`src/design/tpas_pkg.sv`:
```
// Shared types, register codes and the divider step for the axis scaler.
// No dependencies; imported by three_point_axis_scaler_core.
package tpas_pkg;

  localparam int unsigned DATA_W             = 8;
  localparam int unsigned NUM_W              = 16;
  localparam int unsigned DIV_BITS_PER_STAGE = 4;
  localparam int unsigned DIV_STAGES         = NUM_W / DIV_BITS_PER_STAGE;

  // Configuration register indexes
  typedef enum logic [2:0] {
    REG_CAL_LOW    = 3'd0,
    REG_CAL_CENTER = 3'd1,
    REG_CAL_HIGH   = 3'd2,
    REG_OUT_CENTER = 3'd3,
    REG_OUT_MAX    = 3'd4
  } cfg_reg_t;

  localparam logic [DATA_W-1:0] RST_CAL_LOW    = 8'd0;
  localparam logic [DATA_W-1:0] RST_CAL_CENTER = 8'd128;
  localparam logic [DATA_W-1:0] RST_CAL_HIGH   = 8'd255;
  localparam logic [DATA_W-1:0] RST_OUT_CENTER = 8'd128;
  localparam logic [DATA_W-1:0] RST_OUT_MAX    = 8'd255;

  // One word in flight through the divider stages.
  // work holds the remaining dividend bits on top and the quotient bits below.
  typedef struct packed {
    logic [NUM_W-1:0]  work;
    logic [DATA_W-1:0] rem;
    logic [DATA_W-1:0] dmag;
    logic              qneg;
    logic [DATA_W-1:0] oc;
    logic [DATA_W-1:0] om;
    logic              err;
    logic              inv;
  } div_word_t;

  // Retire DIV_BITS_PER_STAGE quotient bits by restoring division.
  function automatic div_word_t div_steps(input div_word_t din);
    div_word_t         w;
    logic [DATA_W:0]   trial;
    w = din;
    for (int j = 0; j < DIV_BITS_PER_STAGE; j++) begin
      trial = {w.rem, w.work[NUM_W-1]};
      if (trial >= {1'b0, w.dmag}) begin
        trial  = trial - {1'b0, w.dmag};
        w.work = {w.work[NUM_W-2:0], 1'b1};
      end else begin
        w.work = {w.work[NUM_W-2:0], 1'b0};
      end
      w.rem = trial[DATA_W-1:0];
    end
    return w;
  endfunction

endpackage

```
`src/design/three_point_axis_scaler_core.sv`:
```
// Three-point piecewise-linear axis calibration, pipelined one word per cycle while not stalled.
// Depends on tpas_pkg (types, register codes, divider step).
//
//  channel | direction | handshake           | payload
//  --------+-----------+---------------------+------------------------------------------
//  cfg     | in        | cfg_we              | cfg_index, cfg_wdata
//  in      | in        | in_valid / in_stall | in_raw_sample
//  out     | out       | out_valid/out_stall | out_scaled_value, out_span_error,
//          |           |                     | out_cal_invalid
//
// One word enters per cycle unless in_stall is high; the pipeline stages, in order:
// prepare, multiply, four divider stages of four quotient bits each, clamp/output.
// Each stage moves when it is empty or the stage after it moves, so bubbles close up.
// Reset is synchronous: it empties the pipeline and loads the calibration defaults.
// A held output blocks input only once every stage is full.
module three_point_axis_scaler_core
  import tpas_pkg::*;
(
  input  logic              clk,
  input  logic              rst_n,
  input  logic              cfg_we,
  input  logic [2:0]        cfg_index,
  input  logic [DATA_W-1:0] cfg_wdata,
  input  logic              in_valid,
  output logic              in_stall,
  input  logic [DATA_W-1:0] in_raw_sample,
  output logic              out_valid,
  input  logic              out_stall,
  output logic [DATA_W-1:0] out_scaled_value,
  output logic              out_span_error,
  output logic              out_cal_invalid
);

  typedef struct packed {
    logic [DATA_W:0]   mult;
    logic [DATA_W:0]   offset;
    logic [DATA_W-1:0] dmag;
    logic              dneg;
    logic [DATA_W-1:0] oc;
    logic [DATA_W-1:0] om;
    logic              err;
    logic              inv;
  } prep_word_t;

  localparam int unsigned PROD_W = 2 * (DATA_W + 1);

  // Calibration registers
  logic [DATA_W-1:0] cal_low_r, cal_center_r, cal_high_r, out_center_r, out_max_r;

  always_ff @(posedge clk) begin
    if (!rst_n) begin
      cal_low_r    <= RST_CAL_LOW;
      cal_center_r <= RST_CAL_CENTER;
      cal_high_r   <= RST_CAL_HIGH;
      out_center_r <= RST_OUT_CENTER;
      out_max_r    <= RST_OUT_MAX;
    end else if (cfg_we) begin
      case (cfg_index)
        REG_CAL_LOW:    cal_low_r    <= cfg_wdata;
        REG_CAL_CENTER: cal_center_r <= cfg_wdata;
        REG_CAL_HIGH:   cal_high_r   <= cfg_wdata;
        REG_OUT_CENTER: out_center_r <= cfg_wdata;
        REG_OUT_MAX:    out_max_r    <= cfg_wdata;
        default: ;
      endcase
    end
  end

  // Pipeline registers
  logic              a_v_r, b_v_r, out_valid_r;
  logic [DIV_STAGES-1:0] div_v_r;
  prep_word_t        a_r, a_nxt;
  div_word_t         b_r, b_nxt;
  div_word_t         div_r   [DIV_STAGES];
  div_word_t         div_nxt [DIV_STAGES];
  logic [DATA_W-1:0] scaled_r, scaled_nxt;
  logic              err_r, inv_r;

  // Stage enables, from the output back to the input
  logic              out_en, a_en, b_en;
  logic [DIV_STAGES-1:0] div_en;

  always_comb begin
    out_en = !out_valid_r || !out_stall;
    div_en[DIV_STAGES-1] = !div_v_r[DIV_STAGES-1] || out_en;
    for (int k = DIV_STAGES - 2; k >= 0; k--) begin
      div_en[k] = !div_v_r[k] || div_en[k+1];
    end
    b_en = !b_v_r || div_en[0];
    a_en = !a_v_r || b_en;
  end

  assign in_stall = !a_en;

  // Prepare: pick the side, its span and the output swing
  logic signed [DATA_W:0] offset, down_span, up_span, span_sel, span_abs, mult_sel;
  logic                   low_side, at_center, span_zero, force_center, centre_between;

  always_comb begin
    offset    = $signed({1'b0, in_raw_sample}) - $signed({1'b0, cal_center_r});
    down_span = $signed({1'b0, cal_low_r})     - $signed({1'b0, cal_center_r});
    up_span   = $signed({1'b0, cal_high_r})    - $signed({1'b0, cal_center_r});
    low_side  = (offset[DATA_W] == down_span[DATA_W]);
    span_sel  = low_side ? down_span : up_span;
    // low side: oc - oc*off/ls == oc + (-oc)*off/ls with truncation toward zero
    mult_sel  = low_side ? -$signed({1'b0, out_center_r})
                         : $signed({1'b0, out_max_r}) - $signed({1'b0, out_center_r});
    span_abs  = span_sel[DATA_W] ? -span_sel : span_sel;
    at_center    = (offset == '0);
    span_zero    = (span_sel == '0);
    force_center = at_center || span_zero;
    centre_between = (cal_low_r < cal_center_r && cal_center_r < cal_high_r) ||
                     (cal_low_r > cal_center_r && cal_center_r > cal_high_r);

    // forced centre: zero product over a unit divisor gives a zero quotient
    a_nxt.mult   = force_center ? '0 : mult_sel;
    a_nxt.offset = offset;
    a_nxt.dmag   = force_center ? DATA_W'(1) : span_abs[DATA_W-1:0];
    a_nxt.dneg   = span_sel[DATA_W];
    a_nxt.oc     = out_center_r;
    a_nxt.om     = out_max_r;
    a_nxt.err    = !at_center && span_zero;
    a_nxt.inv    = !centre_between;
  end

  // Multiply: signed product, split into magnitude and quotient sign
  logic signed [PROD_W-1:0] prod, prod_abs;

  always_comb begin
    prod     = PROD_W'($signed(a_r.mult)) * PROD_W'($signed(a_r.offset));
    prod_abs = prod[PROD_W-1] ? -prod : prod;
    b_nxt.work = prod_abs[NUM_W-1:0];
    b_nxt.rem  = '0;
    b_nxt.dmag = a_r.dmag;
    b_nxt.qneg = prod[PROD_W-1] ^ a_r.dneg;
    b_nxt.oc   = a_r.oc;
    b_nxt.om   = a_r.om;
    b_nxt.err  = a_r.err;
    b_nxt.inv  = a_r.inv;
  end

  // Divide: four quotient bits per stage
  always_comb begin
    div_nxt[0] = div_steps(b_r);
    for (int k = 1; k < DIV_STAGES; k++) begin
      div_nxt[k] = div_steps(div_r[k-1]);
    end
  end

  // Apply sign, add the output centre, clamp to 0..out_max
  logic [NUM_W-1:0]         quot;
  logic signed [PROD_W-1:0] quot_s, sum_s;
  div_word_t                last_w;

  always_comb begin
    last_w = div_r[DIV_STAGES-1];
    quot   = last_w.work;
    quot_s = $signed({{(PROD_W-NUM_W){1'b0}}, quot});
    if (last_w.qneg) begin
      quot_s = -quot_s;
    end
    sum_s = $signed({{(PROD_W-DATA_W){1'b0}}, last_w.oc}) + quot_s;
    if (sum_s[PROD_W-1]) begin
      scaled_nxt = '0;
    end else if (sum_s > $signed({{(PROD_W-DATA_W){1'b0}}, last_w.om})) begin
      scaled_nxt = last_w.om;
    end else begin
      scaled_nxt = sum_s[DATA_W-1:0];
    end
  end

  // Valid bits
  always_ff @(posedge clk) begin
    if (!rst_n) begin
      a_v_r       <= 1'b0;
      b_v_r       <= 1'b0;
      div_v_r     <= '0;
      out_valid_r <= 1'b0;
    end else begin
      if (a_en) begin
        a_v_r <= in_valid;
      end
      if (b_en) begin
        b_v_r <= a_v_r;
      end
      if (div_en[0]) begin
        div_v_r[0] <= b_v_r;
      end
      for (int k = 1; k < DIV_STAGES; k++) begin
        if (div_en[k]) begin
          div_v_r[k] <= div_v_r[k-1];
        end
      end
      if (out_en) begin
        out_valid_r <= div_v_r[DIV_STAGES-1];
      end
    end
  end

  // Payload registers: load when the stage advances with a word
  always_ff @(posedge clk) begin
    if (a_en && in_valid) begin
      a_r <= a_nxt;
    end
    if (b_en && a_v_r) begin
      b_r <= b_nxt;
    end
    if (div_en[0] && b_v_r) begin
      div_r[0] <= div_nxt[0];
    end
    for (int k = 1; k < DIV_STAGES; k++) begin
      if (div_en[k] && div_v_r[k-1]) begin
        div_r[k] <= div_nxt[k];
      end
    end
    if (out_en && div_v_r[DIV_STAGES-1]) begin
      scaled_r <= scaled_nxt;
      err_r    <= last_w.err;
      inv_r    <= last_w.inv;
    end
  end

  assign out_valid        = out_valid_r;
  assign out_scaled_value = scaled_r;
  assign out_span_error   = err_r;
  assign out_cal_invalid  = inv_r;

endmodule

```
`config.mk`:
```
export PLATFORM = sky130hd
export DESIGN_NAME = three_point_axis_scaler_core
export DESIGN_NICKNAME = d
export VERILOG_FILES = /design/src/design/tpas_pkg.sv /design/src/design/three_point_axis_scaler_core.sv
export SDC_FILE = /design/constraint.sdc
export NUM_CORES = 1
export LEC_CHECK = 0
export BUFFER_PORTS_ARGS = -buffer_cell sky130_fd_sc_hd__buf_2
export CAP_MARGIN = 25
export CORE_MARGIN = 3
export CORE_UTILIZATION = 60
export DETAILED_ROUTE_END_ITERATION = 6
export PLACE_DENSITY = 0.8
export SYNTH_ARGS = -nofsm -noshare
export SYNTH_HDL_FRONTEND = slang
export SYNTH_SLANG_ARGS = --single-unit
```
`constraint.sdc`:
```
create_clock -name clk -period 11.1 [get_ports clk]
set_input_delay 0.555 -clock clk [delete_from_list [all_inputs] [get_ports clk]]
set_output_delay 0.555 -clock clk [all_outputs]
set_load 0.03 [all_outputs]
```
==> metrics.csv <==
stage;metric;value;unit
floorplanning;rows;70;
synth;ys_seq_area_share;41.8;%
synth;synth_nets;2447;
grt;grt_max_degree;52;
power;p_int;0.00490;W
flow_run;drv_cap;0;
floorplanning;die_w;201;um
clocking;h-tree-depth;2;
setup_path;critical_path_class;reg2reg;
synth;synth.distinct_cells;73;
power;leakage;10.2;nW
sta;slew_viol_final;0;
setup_path;critPathBufInv;4;
clocking;cts_tree;built;
setup_path;critPathMaxStageDelay;0.67;ns
sta;timing.final.crit_share;88.9;%
power;p_seq_share;22.5;%
drt;drc;0;
power;power_density;342;mW/mm^2
worst_hold_path;holdPathEnd;a_v_r;
setup_path;cp-start-kind;register;
grt;grt-ovfl-total;0;
synth;synth_seq_cells;333;
setup_path;cpMostUsedCell;o21ai_0;
synth;synth.avg_cell_area;10.7;um^2
synth;ys_async_sr_fraction;0;%
setup_path;r2r_start;div_r[1][20];
sta;worstMarginPinSlew;0.966;ns
setup_path;r2r_cells;36;
final_layout;syn_to_final_growth;8.79;%
synth;synth_edf_count;286;
power;power.switching;0.00357;W
drt;wirelength;47.0;mm
clocking;cts_resized;0;
power;ir_worst_vdd;847;uV
sta;slew_headroom;35.4;%
synth;synth_most_common_cell;edfxtp_1;
setup_path;critPathCaptureType;register;
synth;yosys-top-cells-area;edfxtp_1 38%, ha_1 12%, fa_1 7.8%;
synth;yosys-top-cells-count;286 x edfxtp_1, 222 x inv_1, 211 x ha_1;
sta;setup-tns-final;0;ns
synth;synth_ff_type;edfxtp_1;
setup_path;worstPathRequired;11.39;ns
worst_hold_path;hp-start;in_valid;
final_layout;n_antenna_cell;0;
placed_design;port_buffers;35;
drt;drtIter0Drc;975;
setup_path;crit_fanout;10;
synth;synth_area;0.0228;mm^2
drt;dr_total_vias;15800;
setup_path;cp_data_arrival_time;10.15;ns
placed_design;dp_hpwl;35.2;mm
floorplanning;fp.dieH;201;um
sta;rsz0062_at_grt;false;
grt;grt_usage;23.7;%
clocking;cts_setup_buffers;0;
worst_hold_path;hp-class;in2reg;
sta;fmax;101;MHz
setup_path;crit_path_start;div_r[1][20];
drt;firstDrtPassIters;6;
synth;synthCells;2123;
clocking;clkTransAtPathRegs;0.06;ns
worst_hold_path;whs_path_depth;2;
grt;grt_pass1_wl;79.1;mm
clocking;clockRootBuffer;clkbuf_16;
sta;hold_violations;0;
floorplanning;initial_utilization;61.5;%
setup_path;worst-r2r-setup-slack;1.23;ns
clocking;ctsHoldBuffers;0;
sta;setup_viol;0;
grt;grt_pass1_vias;15900;
synth;yosysTopAreaCellShare;37.7;%
power;combPwrFrac;63.3;%
final_layout;num-nets-final;2491;
sta;fin_crit;9.87;ns
floorplanning;dieArea;0.0403;mm^2
power;p_clk_share;14.2;%
setup_path;critPathSlowestCell;a21oi_1;
sta;whs;0.262;ns
sta;fin_skew;0.0341;ns
power;p_sw_share;42.1;%
clocking;cts-buffers-inserted;35;
synth;yosys.area.top_type;edfxtp_1;
synth;synth-warning-count;0;
power;power;0.00847;W
drt;post_drt_wl_per_cell;17.4;um
setup_path;timing.rr.end;div_r[2][34];
run_status;status;complete, no violations;
floorplanning;io_pins;36;
placed_design;routabilityCongestion;0.888;
setup_path;crit_family;compound AO/OA/AOI/OAI gates;
clocking;clkSinkCount;333;
drt;viasPerCell;5.85;
clocking;clockBufferDepth;3;
grt;antenna_found_initial;0;
final_layout;drive_gt1_share;8.75;%
floorplanning;coreArea;0.0370;mm^2
drt;ant_nets;0;
clocking;clk_latency;0.55;ns
## logic make-up after synthesis
group                    count (synthesis)  synth area share, %
multiplexers                            95                 4.49
XOR/XNOR                               132                 5.07
flip-flops                             333                 41.8
adder cells (fa/ha/maj)                300                 19.4
buffers and inverters                  260                 4.34
AO/OA/AOI/OAI                          404                 11.8
AND/OR/NAND/NOR                        599                 13.1
## routing by layer
layer	vias up	wire length [um]	GRT usage (%)
met5	-	0	0
met2	424	23000	40.4
li1	7636	-	-
met4	0	1690	9.31
met1	7619	20100	31.1
met3	113	2210	2.90
## worst max-delay path by stage
stage                              end  slack, ns  cells after the start
after floorplan           div_r[2][28]       2.77                     38
after global placement    div_r[2][30]       1.71                     36
after detailed placement  div_r[2][34]       1.38                     36
after CTS                 div_r[2][34]       1.32                     36
after global routing      div_r[2][34]       0.21                     36
final                     div_r[2][34]       1.23                     36
## cell usage in the layout, fill, tap and decap left out, drive strengths merged, types with 9 or more instances in the layout
master  count
and2       52
or2         9
nand2     200
o31ai      17
nor2      109
clkbuf     36
o21ai      90
mux2       58
a21boi     33
nor2b      48
or3        11
xor2       43
xnor2      89
buf        45
edfxtp    286
mux2i      37
nand4      27
a21oi      90
clkinv     14
nand2b     32
a21o       49
inv       226
dfxtp      47
a211oi     15
nand3      30
fa         89
a31oi       9
and3       11
nor4       10
o21a       27
o21bai     13
nor3       28
ha        211
## flip-flops by register name (all words and copies together) (netlist names)
signal / count
out_scaled_value: 8
cal_low_r: 8
b_r: 43
out_cal_invalid: 1
div_r: 188
b_v_r: 1
div_v_r: 4
out_valid: 1
out_max_r: 8
cal_high_r: 8
out_span_error: 1
cal_center_r: 8
a_v_r: 1
a_r: 45
out_center_r: 8
## metrics by stage
| step | cell area (um^2) | utilization (%) | worst slack (ns) | cells |
|---|---|---|---|---|
| final | 24800 | 66.9 | 1.23 | 2698 |
| after global routing | 24800 | 66.9 | 0.209 | 2698 |
| after CTS | 24800 | 66.9 | 1.32 | 2698 |
| after detailed placement | 23600 | 63.6 | 1.38 | 2634 |
| after global placement | 23500 | 63.6 | 1.71 | 2632 |
| after floorplan | 22800 | - | 2.77 | 2123 |
## power by group through the flow
stage | registers, W | clock network [W] | logic [W]
after CTS | 0.00190 | 0.00122 | 0.00540
after global placement | 0.00193 | 0 | 0.00515
final | 0.00190 | 0.00120 | 0.00537
after global routing | 0.00190 | 0.00128 | 0.00601
after detailed placement | 0.00193 | 0 | 0.00532
after floorplan | 0.00193 | 0 | 0.00440
## area by class of cell
class	count	area [um^2]
clock buffers	36	880
well taps	504	631
repair buffers	45	263
multi-input cells	1530	12300
clock inverters	28	333
inverters	222	833
fillers	2622	12300
flip-flops and latches	333	9530
## worst reg2reg max path: cells and delay by family, from the launching register on
kind	cells	cell delay, ns
AO/OA/AOI/OAI	17	5.30
adder cells (fa/ha/maj)	4	1.22
buffers and inverters	4	0.67
flip-flops	1	0.47
multiplexers	2	0.69
AND/OR/NAND/NOR	9	1.27
Power figures use the tool's default switching activity.
